### config.mk
export PLATFORM = sky130hd
export DESIGN_NAME = lowest_free_slot_handle_table_unit
export DESIGN_NICKNAME = d
export VERILOG_FILES = /design/src/lfsht_pkg.sv /design/src/lowest_free_slot_handle_table_unit.sv
export SDC_FILE = /design/constraint.sdc
export NUM_CORES = 2
export LEC_CHECK = 0
export ABC_AREA = 1
export BUFFER_PORTS_ARGS = -buffer_cell sky130_fd_sc_hd__buf_2
export CAP_MARGIN = 10
export CORE_UTILIZATION = 45
export DETAILED_ROUTE_END_ITERATION = 7
export SYNTH_ARGS = -nofsm -noshare
export SYNTH_HDL_FRONTEND = slang
export SYNTH_SLANG_ARGS = --single-unit
export TNS_END_PERCENT = 20
### constraint.sdc
create_clock -name clk -period 5.81 [get_ports clk]
set_input_delay 0.2905 -clock clk [delete_from_list [all_inputs] [get_ports clk]]
set_output_delay 0.2905 -clock clk [all_outputs]
set_load 0.01 [all_outputs]
### src/lfsht_pkg.sv
// Shared types and constants for the lowest-free-slot handle table.
package lfsht_pkg;

  localparam int SLOTS_DEF = 64;
  localparam int SLOT_W    = 8;
  localparam int HANDLE_W  = 32;
  localparam int OP_W      = 3;
  localparam int CHUNK_SH  = 5;
  localparam int CHUNK_W   = 1 << CHUNK_SH;

  typedef enum logic [OP_W-1:0] {
    OP_ALLOC     = 3'd0,
    OP_GET       = 3'd1,
    OP_CLOSE     = 3'd2,
    OP_ALLOC_AT  = 3'd3,
    OP_CLOSE_ALL = 3'd4
  } op_t;

  typedef enum logic [2:0] {
    ST_IDLE,
    ST_SEARCH,
    ST_ACCESS,
    ST_SCAN,
    ST_DRAIN,
    ST_RESP
  } state_t;

endpackage

### src/lowest_free_slot_handle_table_unit.sv
// Handle table with lowest-free-slot allocation, one request at a time.
//
// Handles live in a SLOTS-entry synchronous memory; an occupancy bitmap in flip-flops marks
// the slots in use and is cleared by reset, so the table is empty right after reset with no
// clearing pass. Requests are taken one at a time. Get, close and alloc-at go from acceptance
// to a loaded result through the accept, memory read and respond steps. Alloc searches the
// 32-slot bitmap words in turn, starting at the word that holds lowest_slot. Close-all walks
// the bitmap one slot a cycle while scanning and, for each occupied slot, adds a step for the
// memory read and result, which waits while the result side stalls. A result waits in an
// output register while the next request is taken; a stall on the result side holds the
// block only when it has a new result to load.
module lowest_free_slot_handle_table_unit #(
  parameter int SLOTS = lfsht_pkg::SLOTS_DEF
) (
  input  logic                          clk,
  input  logic                          rst,
  input  logic                          req_valid,
  output logic                          req_stall,
  input  logic [lfsht_pkg::OP_W-1:0]     opcode,
  input  logic [lfsht_pkg::SLOT_W-1:0]   slot_index,
  input  logic [lfsht_pkg::SLOT_W-1:0]   lowest_slot,
  input  logic [lfsht_pkg::HANDLE_W-1:0] handle_in,
  output logic                          rsp_valid,
  input  logic                          rsp_stall,
  output logic                          status,
  output logic [lfsht_pkg::SLOT_W-1:0]   slot_out,
  output logic [lfsht_pkg::HANDLE_W-1:0] handle_out,
  output logic                          last
);

  localparam int SLOT_W   = lfsht_pkg::SLOT_W;
  localparam int HANDLE_W = lfsht_pkg::HANDLE_W;
  localparam int OP_W     = lfsht_pkg::OP_W;
  localparam int CHUNK_W  = lfsht_pkg::CHUNK_W;
  localparam int CHUNK_SH = lfsht_pkg::CHUNK_SH;
  localparam int ADDR_W   = $clog2(SLOTS);
  localparam int CNT_W    = $clog2(SLOTS + 1);
  localparam int NCHUNK   = (SLOTS + CHUNK_W - 1) / CHUNK_W;
  localparam int CIW      = (NCHUNK > 1) ? $clog2(NCHUNK) : 1;
  localparam int FW       = CIW + CHUNK_SH;
  localparam logic [SLOT_W:0] SLOTS_LIM = (SLOT_W + 1)'(SLOTS);
  localparam logic [CIW-1:0]  LAST_CHUNK = CIW'(NCHUNK - 1);

  lfsht_pkg::state_t state, state_next;

  logic [OP_W-1:0]     req_op, req_op_next;
  logic [SLOT_W-1:0]   req_idx, req_idx_next;
  logic [SLOT_W-1:0]   req_low, req_low_next;
  logic [HANDLE_W-1:0] req_handle, req_handle_next;
  logic [CIW-1:0]      chunk, chunk_next;
  logic [ADDR_W-1:0]   ptr, ptr_next;
  logic [SLOTS-1:0]    occ, occ_next;
  logic [CNT_W-1:0]    count, count_next;
  logic                res_status, res_status_next;
  logic [SLOT_W-1:0]   res_slot, res_slot_next;
  logic [HANDLE_W-1:0] res_handle, res_handle_next;

  logic                rsp_load;
  logic                load_status;
  logic [SLOT_W-1:0]   load_slot;
  logic [HANDLE_W-1:0] load_handle;
  logic                load_last;
  logic                out_free;

  logic [HANDLE_W-1:0] mem [SLOTS];
  logic                wr_en, rd_en;
  logic [ADDR_W-1:0]   wr_addr, rd_addr;
  logic [HANDLE_W-1:0] wr_data, rd_data;

  logic [NCHUNK*CHUNK_W-1:0] occ_pad;
  logic [CHUNK_W-1:0]        chunk_free;
  logic [CHUNK_SH-1:0]       free_pos;
  logic [FW-1:0]             found_cat;
  logic [CIW-1:0]            low_chunk;
  logic [CHUNK_SH-1:0]       low_off;
  logic                      in_range;
  logic [ADDR_W-1:0]         acc_addr;
  logic [HANDLE_W-1:0]       acc_old;

  assign req_stall = (state != lfsht_pkg::ST_IDLE);
  assign out_free  = !rsp_valid || !rsp_stall;
  assign in_range  = ({1'b0, slot_index} < SLOTS_LIM);
  assign acc_addr  = req_idx[ADDR_W-1:0];
  assign acc_old   = occ[acc_addr] ? rd_data : '0;
  assign low_chunk = CIW'(req_low >> CHUNK_SH);
  assign low_off   = req_low[CHUNK_SH-1:0];
  assign found_cat = {chunk, free_pos};

  always_comb begin
    occ_pad = '1;
    occ_pad[SLOTS-1:0] = occ;
    for (int b = 0; b < CHUNK_W; b++) begin
      chunk_free[b] = !occ_pad[chunk*CHUNK_W + b] &&
                      !((chunk == low_chunk) && (CHUNK_SH'(b) < low_off));
    end
    free_pos = '0;
    for (int b = CHUNK_W - 1; b >= 0; b--) begin
      if (chunk_free[b]) begin
        free_pos = CHUNK_SH'(b);
      end
    end
  end

  always_comb begin
    state_next      = state;
    req_op_next     = req_op;
    req_idx_next    = req_idx;
    req_low_next    = req_low;
    req_handle_next = req_handle;
    chunk_next      = chunk;
    ptr_next        = ptr;
    occ_next        = occ;
    count_next      = count;
    res_status_next = res_status;
    res_slot_next   = res_slot;
    res_handle_next = res_handle;
    rsp_load        = 1'b0;
    load_status     = res_status;
    load_slot       = res_slot;
    load_handle     = res_handle;
    load_last       = 1'b1;
    wr_en           = 1'b0;
    wr_addr         = acc_addr;
    wr_data         = req_handle;
    rd_en           = 1'b0;
    rd_addr         = ADDR_W'(slot_index);

    unique case (state)
      lfsht_pkg::ST_IDLE: begin
        if (req_valid) begin
          req_op_next     = opcode;
          req_idx_next    = slot_index;
          req_low_next    = lowest_slot;
          req_handle_next = handle_in;
          res_status_next = 1'b1;
          res_slot_next   = slot_index;
          res_handle_next = '0;
          state_next      = lfsht_pkg::ST_RESP;
          unique case (opcode) inside
            lfsht_pkg::OP_ALLOC: begin
              res_slot_next = '0;
              if ({1'b0, lowest_slot} < SLOTS_LIM) begin
                chunk_next = CIW'(lowest_slot >> CHUNK_SH);
                state_next = lfsht_pkg::ST_SEARCH;
              end
            end
            lfsht_pkg::OP_GET, lfsht_pkg::OP_CLOSE: begin
              if (in_range) begin
                rd_en      = 1'b1;
                state_next = lfsht_pkg::ST_ACCESS;
              end
            end
            lfsht_pkg::OP_ALLOC_AT: begin
              if (in_range && (handle_in != '0)) begin
                rd_en      = 1'b1;
                state_next = lfsht_pkg::ST_ACCESS;
              end
            end
            lfsht_pkg::OP_CLOSE_ALL: begin
              res_slot_next = '0;
              if (count == '0) begin
                res_status_next = 1'b0;
              end else begin
                ptr_next   = '0;
                state_next = lfsht_pkg::ST_SCAN;
              end
            end
            default: begin
              res_slot_next = '0;
            end
          endcase
        end
      end

      lfsht_pkg::ST_SEARCH: begin
        if (|chunk_free) begin
          wr_en           = 1'b1;
          wr_addr         = ADDR_W'(found_cat);
          occ_next[ADDR_W'(found_cat)] = (req_handle != '0);
          if (req_handle != '0) begin
            count_next = count + CNT_W'(1);
          end
          res_status_next = 1'b0;
          res_slot_next   = SLOT_W'(found_cat);
          state_next      = lfsht_pkg::ST_RESP;
        end else if (chunk == LAST_CHUNK) begin
          state_next = lfsht_pkg::ST_RESP;
        end else begin
          chunk_next = chunk + CIW'(1);
        end
      end

      lfsht_pkg::ST_ACCESS: begin
        state_next = lfsht_pkg::ST_RESP;
        case (req_op)
          lfsht_pkg::OP_GET: begin
            res_status_next = 1'b0;
            res_handle_next = acc_old;
          end
          lfsht_pkg::OP_CLOSE: begin
            if (occ[acc_addr]) begin
              occ_next[acc_addr] = 1'b0;
              count_next         = count - CNT_W'(1);
              res_status_next    = 1'b0;
              res_handle_next    = acc_old;
            end
          end
          default: begin
            wr_en              = 1'b1;
            occ_next[acc_addr] = 1'b1;
            if (!occ[acc_addr]) begin
              count_next = count + CNT_W'(1);
            end
            res_status_next = 1'b0;
            res_handle_next = acc_old;
          end
        endcase
      end

      lfsht_pkg::ST_SCAN: begin
        rd_addr = ptr;
        if (occ[ptr]) begin
          rd_en      = 1'b1;
          state_next = lfsht_pkg::ST_DRAIN;
        end else begin
          ptr_next = ptr + ADDR_W'(1);
        end
      end

      lfsht_pkg::ST_DRAIN: begin
        if (out_free) begin
          rsp_load      = 1'b1;
          load_status   = 1'b0;
          load_slot     = SLOT_W'(ptr);
          load_handle   = rd_data;
          load_last     = (count == CNT_W'(1));
          occ_next[ptr] = 1'b0;
          count_next    = count - CNT_W'(1);
          if (count == CNT_W'(1)) begin
            state_next = lfsht_pkg::ST_IDLE;
          end else begin
            ptr_next   = ptr + ADDR_W'(1);
            state_next = lfsht_pkg::ST_SCAN;
          end
        end
      end

      lfsht_pkg::ST_RESP: begin
        if (out_free) begin
          rsp_load   = 1'b1;
          state_next = lfsht_pkg::ST_IDLE;
        end
      end

      default: begin
        state_next = lfsht_pkg::ST_IDLE;
      end
    endcase
  end

  always_ff @(posedge clk) begin
    if (wr_en) begin
      mem[wr_addr] <= wr_data;
    end
    if (rd_en) begin
      rd_data <= mem[rd_addr];
    end
  end

  always_ff @(posedge clk) begin
    if (rst) begin
      state     <= lfsht_pkg::ST_IDLE;
      occ       <= '0;
      count     <= '0;
      rsp_valid <= 1'b0;
    end else begin
      state <= state_next;
      occ   <= occ_next;
      count <= count_next;
      if (rsp_load) begin
        rsp_valid <= 1'b1;
      end else if (!rsp_stall) begin
        rsp_valid <= 1'b0;
      end
    end
  end

  always_ff @(posedge clk) begin
    req_op     <= req_op_next;
    req_idx    <= req_idx_next;
    req_low    <= req_low_next;
    req_handle <= req_handle_next;
    chunk      <= chunk_next;
    ptr        <= ptr_next;
    res_status <= res_status_next;
    res_slot   <= res_slot_next;
    res_handle <= res_handle_next;
    if (rsp_load) begin
      status     <= load_status;
      slot_out   <= load_slot;
      handle_out <= load_handle;
      last       <= load_last;
    end
  end

endmodule
==> flow_summary.json <==
{
  "die_w_um": 460.7,
  "ys_async_sr_fraction_pct": 0,
  "dieHeight_um": 460.7,
  "final_cells": 11090,
  "count_of_unresolved_drc_violations_after_routing": 0,
  "relSlewSlack_pct": 12.10,
  "clkTransAtPathRegs_ps": 70,
  "critical-path-top-delay-family": "compound AO/OA/AOI/OAI gates",
  "capturing_element_type_of_the_critical_path": "flip-flop",
  "ys_seq_area_share_pct": 71.90,
  "grt_pass1_vias": 63640,
  "detailroute.wirelength.met3_um": 35750,
  "synthToLayoutAreaGrowth_pct": 14.22,
  "min-delay-path-class": "input port to flip-flop",
  "period_share_pct": 84.78,
  "post_synth.cell_area_avg_sq_um": 11.89,
  "run_status": "finished clean",
  "cellPowerDensity_mw_per_mm2": 438.2,
  "post_synth_instance_area_sq_mm": 0.09469,
  "postSynthRegisterBits": 2292,
  "synth_adder_area_share_pct": 0.05286,
  "ctsLongestPathBuffers": 3,
  "post_cts_resize_count": 0,
  "design.core.area_sq_mm": 0.2094,
  "cell_internal_pwr_mw": 31.20,
  "cp_slowest_cell": "sky130_fd_sc_hd__o221ai_1",
  "synth_compound_area_share_pct": 14.19,
  "groute.usage.overall_pct": 28.66,
  "setup_ws_ps": 884.1,
  "drive_above_1_share_pct": 10.01,
  "startpoint_type": "flip-flop",
  "timing.final.crit_period_ps": 4926,
  "cts.htree.levels": 4,
  "area.sequential_sq_mm": 0.06808,
  "synthesis.nets": 8025,
  "p_total_mw": 47.39,
  "achievable-frequency_mhz": 203.0,
  "clockPowerShare_pct": 31.5,
  "numClockSinks": 2292,
  "floorplan.initialDensity_pct": 45.23,
  "met2_length_um": 136900,
  "synthSimpleGateAreaFrac_pct": 10.48,
  "crit_fanout": 67,
  "num-nets-final": 8144,
  "path_buf_inv": 5,
  "postCtsSetupRepairBufs": 0,
  "postSynthCellCount": 7966,
  "antenna_found_initial": 23,
  "global_route.overflow_total": 0,
  "vias_per_std_cell": 6.145,
  "initialDrtViolationCount": 9370,
  "vias": 68140,
  "main_combinational_cell_family_by_area_after_synthesis": "compound AO/OA/AOI/OAI gates",
  "worst-endpoint-required_ps": 6530,
  "io_pins": 99,
  "wl_per_cell_um": 27.88,
  "std_cell_rows": 168,
  "clockRootBuffer": "sky130_fd_sc_hd__clkbuf_16",
  "setup_tns_ps": 0,
  "synth-warning-count": 0,
  "holdBufCountCts": 53,
  "detailedRoute.firstPassIterationCount": 7,
  "muxShareOfSynthArea_pct": 0,
  "rsz0062_at_grt": "false",
  "multi_input_area_sq_mm": 0.02410,
  "synth_xor_area_share_pct": 0.08325,
  "timing_hold_violations_final": 0,
  "drt.antenna.violating_nets": 0,
  "synth_enable_flop_cells": 2217,
  "post_synth_num_cell_types": 49,
  "clock-skew-final_ps": 86.35,
  "maxUsedRoutingLayer": "met5",
  "critical_path_arrival_ps": 5650,
  "grt_start_max_net_pins": 194,
  "yosys_most_used_dff": "sky130_fd_sc_hd__edfxtp_1",
  "global_route_wire_length_before_repair_um": 446000,
  "power.net_switching_mw": 16.19,
  "cap_viol_max_count": 0,
  "preCtsSetupSlack_ps": 1008,
  "sw_frac_of_total_pct": 34.16,
  "static-leakage-power_nw": 35.35,
  "slowest_delay_ps": 720,
  "irDropWorstVdd_v": 0.0005162,
  "hpwl_um": 183900,
  "finalHoldWorstSlack_ps": 129.2,
  "criticalPathCategory": "flip-flop to flip-flop",
  "placedCellCount": 10610,
  "port_buffers": 98,
  "comb_pwr_share_pct": 24.9,
  "die_area_sq_mm": 0.2122,
  "worstSkewPairLatency_ps": 890,
  "path_cells": "inv_1, nor3_1, inv_1, buf_4, o21ai_4, buf_12, buf_12, o21ai_0, o22ai_1, o21ai_0, o221ai_1, nand3_1, nand2_1",
  "timing_worst_slew_pin_value_ps": 1318,
  "n_fill_cell": 17900,
  "gp_congestion": 0.9529,
  "pwr-share-seq_pct": 43.7,
  "cts_tree": "done",
  "setup_viol_count_final": 0,
  "wirelength_um": 309200,
  "met1_length_um": 124400,
  "timing.final.max_slew_violations": 0,
  "total_clock_buffers_created_by_cts": 229
}
[cell type report]
cell class,count,share of cell area (%)
inverter,250,0.8943
clock inverter,138,1.389
tap,2805,3.245
sequential,2292,62.94
timing repair buffer,448,3.672
clock buffer,286,5.555
multi-input combinational,4864,22.29
antenna,6,0.01388
[power groups by stage]
stage               Combinational, mW  Clock (mW)  Sequential, mW
finish                           11.8        14.9            20.7
global route                     12.5        15.7            20.8
CTS                              11.5        15.0            20.7
detailed placement               11.4           0            21.0
global placement                 11.3           0            21.0
floorplan                        5.79           0            21.3
[Yosys cell counts (6+ instances only)]
cell,n,share of area (%)
sky130_fd_sc_hd__nand4_1,59,0.39
sky130_fd_sc_hd__inv_1,238,0.94
sky130_fd_sc_hd__a21oi_1,50,0.26
sky130_fd_sc_hd__nor2_1,1569,6.2
sky130_fd_sc_hd__buf_1,20,0.079
sky130_fd_sc_hd__nand3_1,247,1.3
sky130_fd_sc_hd__o221ai_1,126,1.2
sky130_fd_sc_hd__clkbuf_1,508,2.0
sky130_fd_sc_hd__nor4_1,17,0.11
sky130_fd_sc_hd__nand2_2,11,0.073
sky130_fd_sc_hd__edfxtp_1,2217,70
sky130_fd_sc_hd__o21ai_0,1517,8.0
sky130_fd_sc_hd__a221oi_1,11,0.10
sky130_fd_sc_hd__o2111ai_1,9,0.083
sky130_fd_sc_hd__nor3_1,39,0.21
sky130_fd_sc_hd__o22ai_1,550,3.6
sky130_fd_sc_hd__nand2_1,515,2.0
sky130_fd_sc_hd__buf_2,22,0.12
sky130_fd_sc_hd__o41ai_1,7,0.065
sky130_fd_sc_hd__a22oi_1,7,0.055
sky130_fd_sc_hd__a31oi_1,8,0.053
sky130_fd_sc_hd__o21bai_1,26,0.21
sky130_fd_sc_hd__a211oi_1,18,0.14
sky130_fd_sc_hd__a311oi_1,22,0.20
sky130_fd_sc_hd__dfxtp_1,75,1.6
sky130_fd_sc_hd__o211ai_1,6,0.048
sky130_fd_sc_hd__o21ai_1,14,0.074
sky130_fd_sc_hd__xor2_1,8,0.074
sky130_fd_sc_hd__inv_2,7,0.028
[registers in the layout, indices dropped and copies added (netlist names), 6 cells and up]
register    cells
mem          2048
occ            64
handle_out     32
rd_data        32
req_handle     32
res_handle     32
res_slot        8
slot_out        8
count           7
ptr             6
req_idx         6
req_low         6
[path summary, 6_finish.rpt]
kind            startpoint              to  slack [ps]  cells after the start
min reg2reg        occ[33]         occ[33]         510                      2
max reg2reg       state[1]     rd_data[20]         880                     13
min          handle_in[14]  req_handle[14]         130                      2
max               state[1]     rd_data[20]         880                     13
[metrics by stage]
step / util, % / cell area [sq um]
floorplan: - / 94690
global placement: 47.80 / 100100
detailed placement: 47.81 / 100100
CTS: 51.65 / 108100
global route: 51.65 / 108100
finish: 51.66 / 108200
[cell families (layout without fill, tap and decap cells)]
| logic type | count (synthesis) | after routing |
|---|---|---|
| flip-flops | 2292 | 2292 |
| XOR/XNOR | 9 | 9 |
| AO/OA/AOI/OAI | 2379 | 2379 |
| other | 0 | 6 |
| buffers and inverters | 810 | 1122 |
| AND/OR/NAND/NOR | 2472 | 2472 |
| adder cells (fa/ha/maj) | 4 | 4 |
[layout by cell type (no fill, tap or decap), types with 56 or more instances in the layout]
| cell type | n |
|---|---|
| sky130_fd_sc_hd__inv_1 | 235 |
| sky130_fd_sc_hd__dfxtp_1 | 75 |
| sky130_fd_sc_hd__clkbuf_16 | 232 |
| sky130_fd_sc_hd__buf_2 | 98 |
| sky130_fd_sc_hd__nor2_4 | 67 |
| sky130_fd_sc_hd__nor2_1 | 1501 |
| sky130_fd_sc_hd__buf_12 | 56 |
| sky130_fd_sc_hd__o21ai_0 | 1514 |
| sky130_fd_sc_hd__nand4_1 | 59 |
| sky130_fd_sc_hd__nand3_1 | 247 |
| sky130_fd_sc_hd__edfxtp_1 | 2217 |
| sky130_fd_sc_hd__o22ai_1 | 550 |
| sky130_fd_sc_hd__nand2_1 | 514 |
| sky130_fd_sc_hd__buf_4 | 240 |
| sky130_fd_sc_hd__o221ai_1 | 126 |
[routing by layer]
metal	global-route usage (%)	up-vias
met5	0	-
met4	10.56	20
met3	6.653	693
met2	43.01	4155
met1	40.58	33580
li1	-	29700
(Power assumes the default switching activity.)
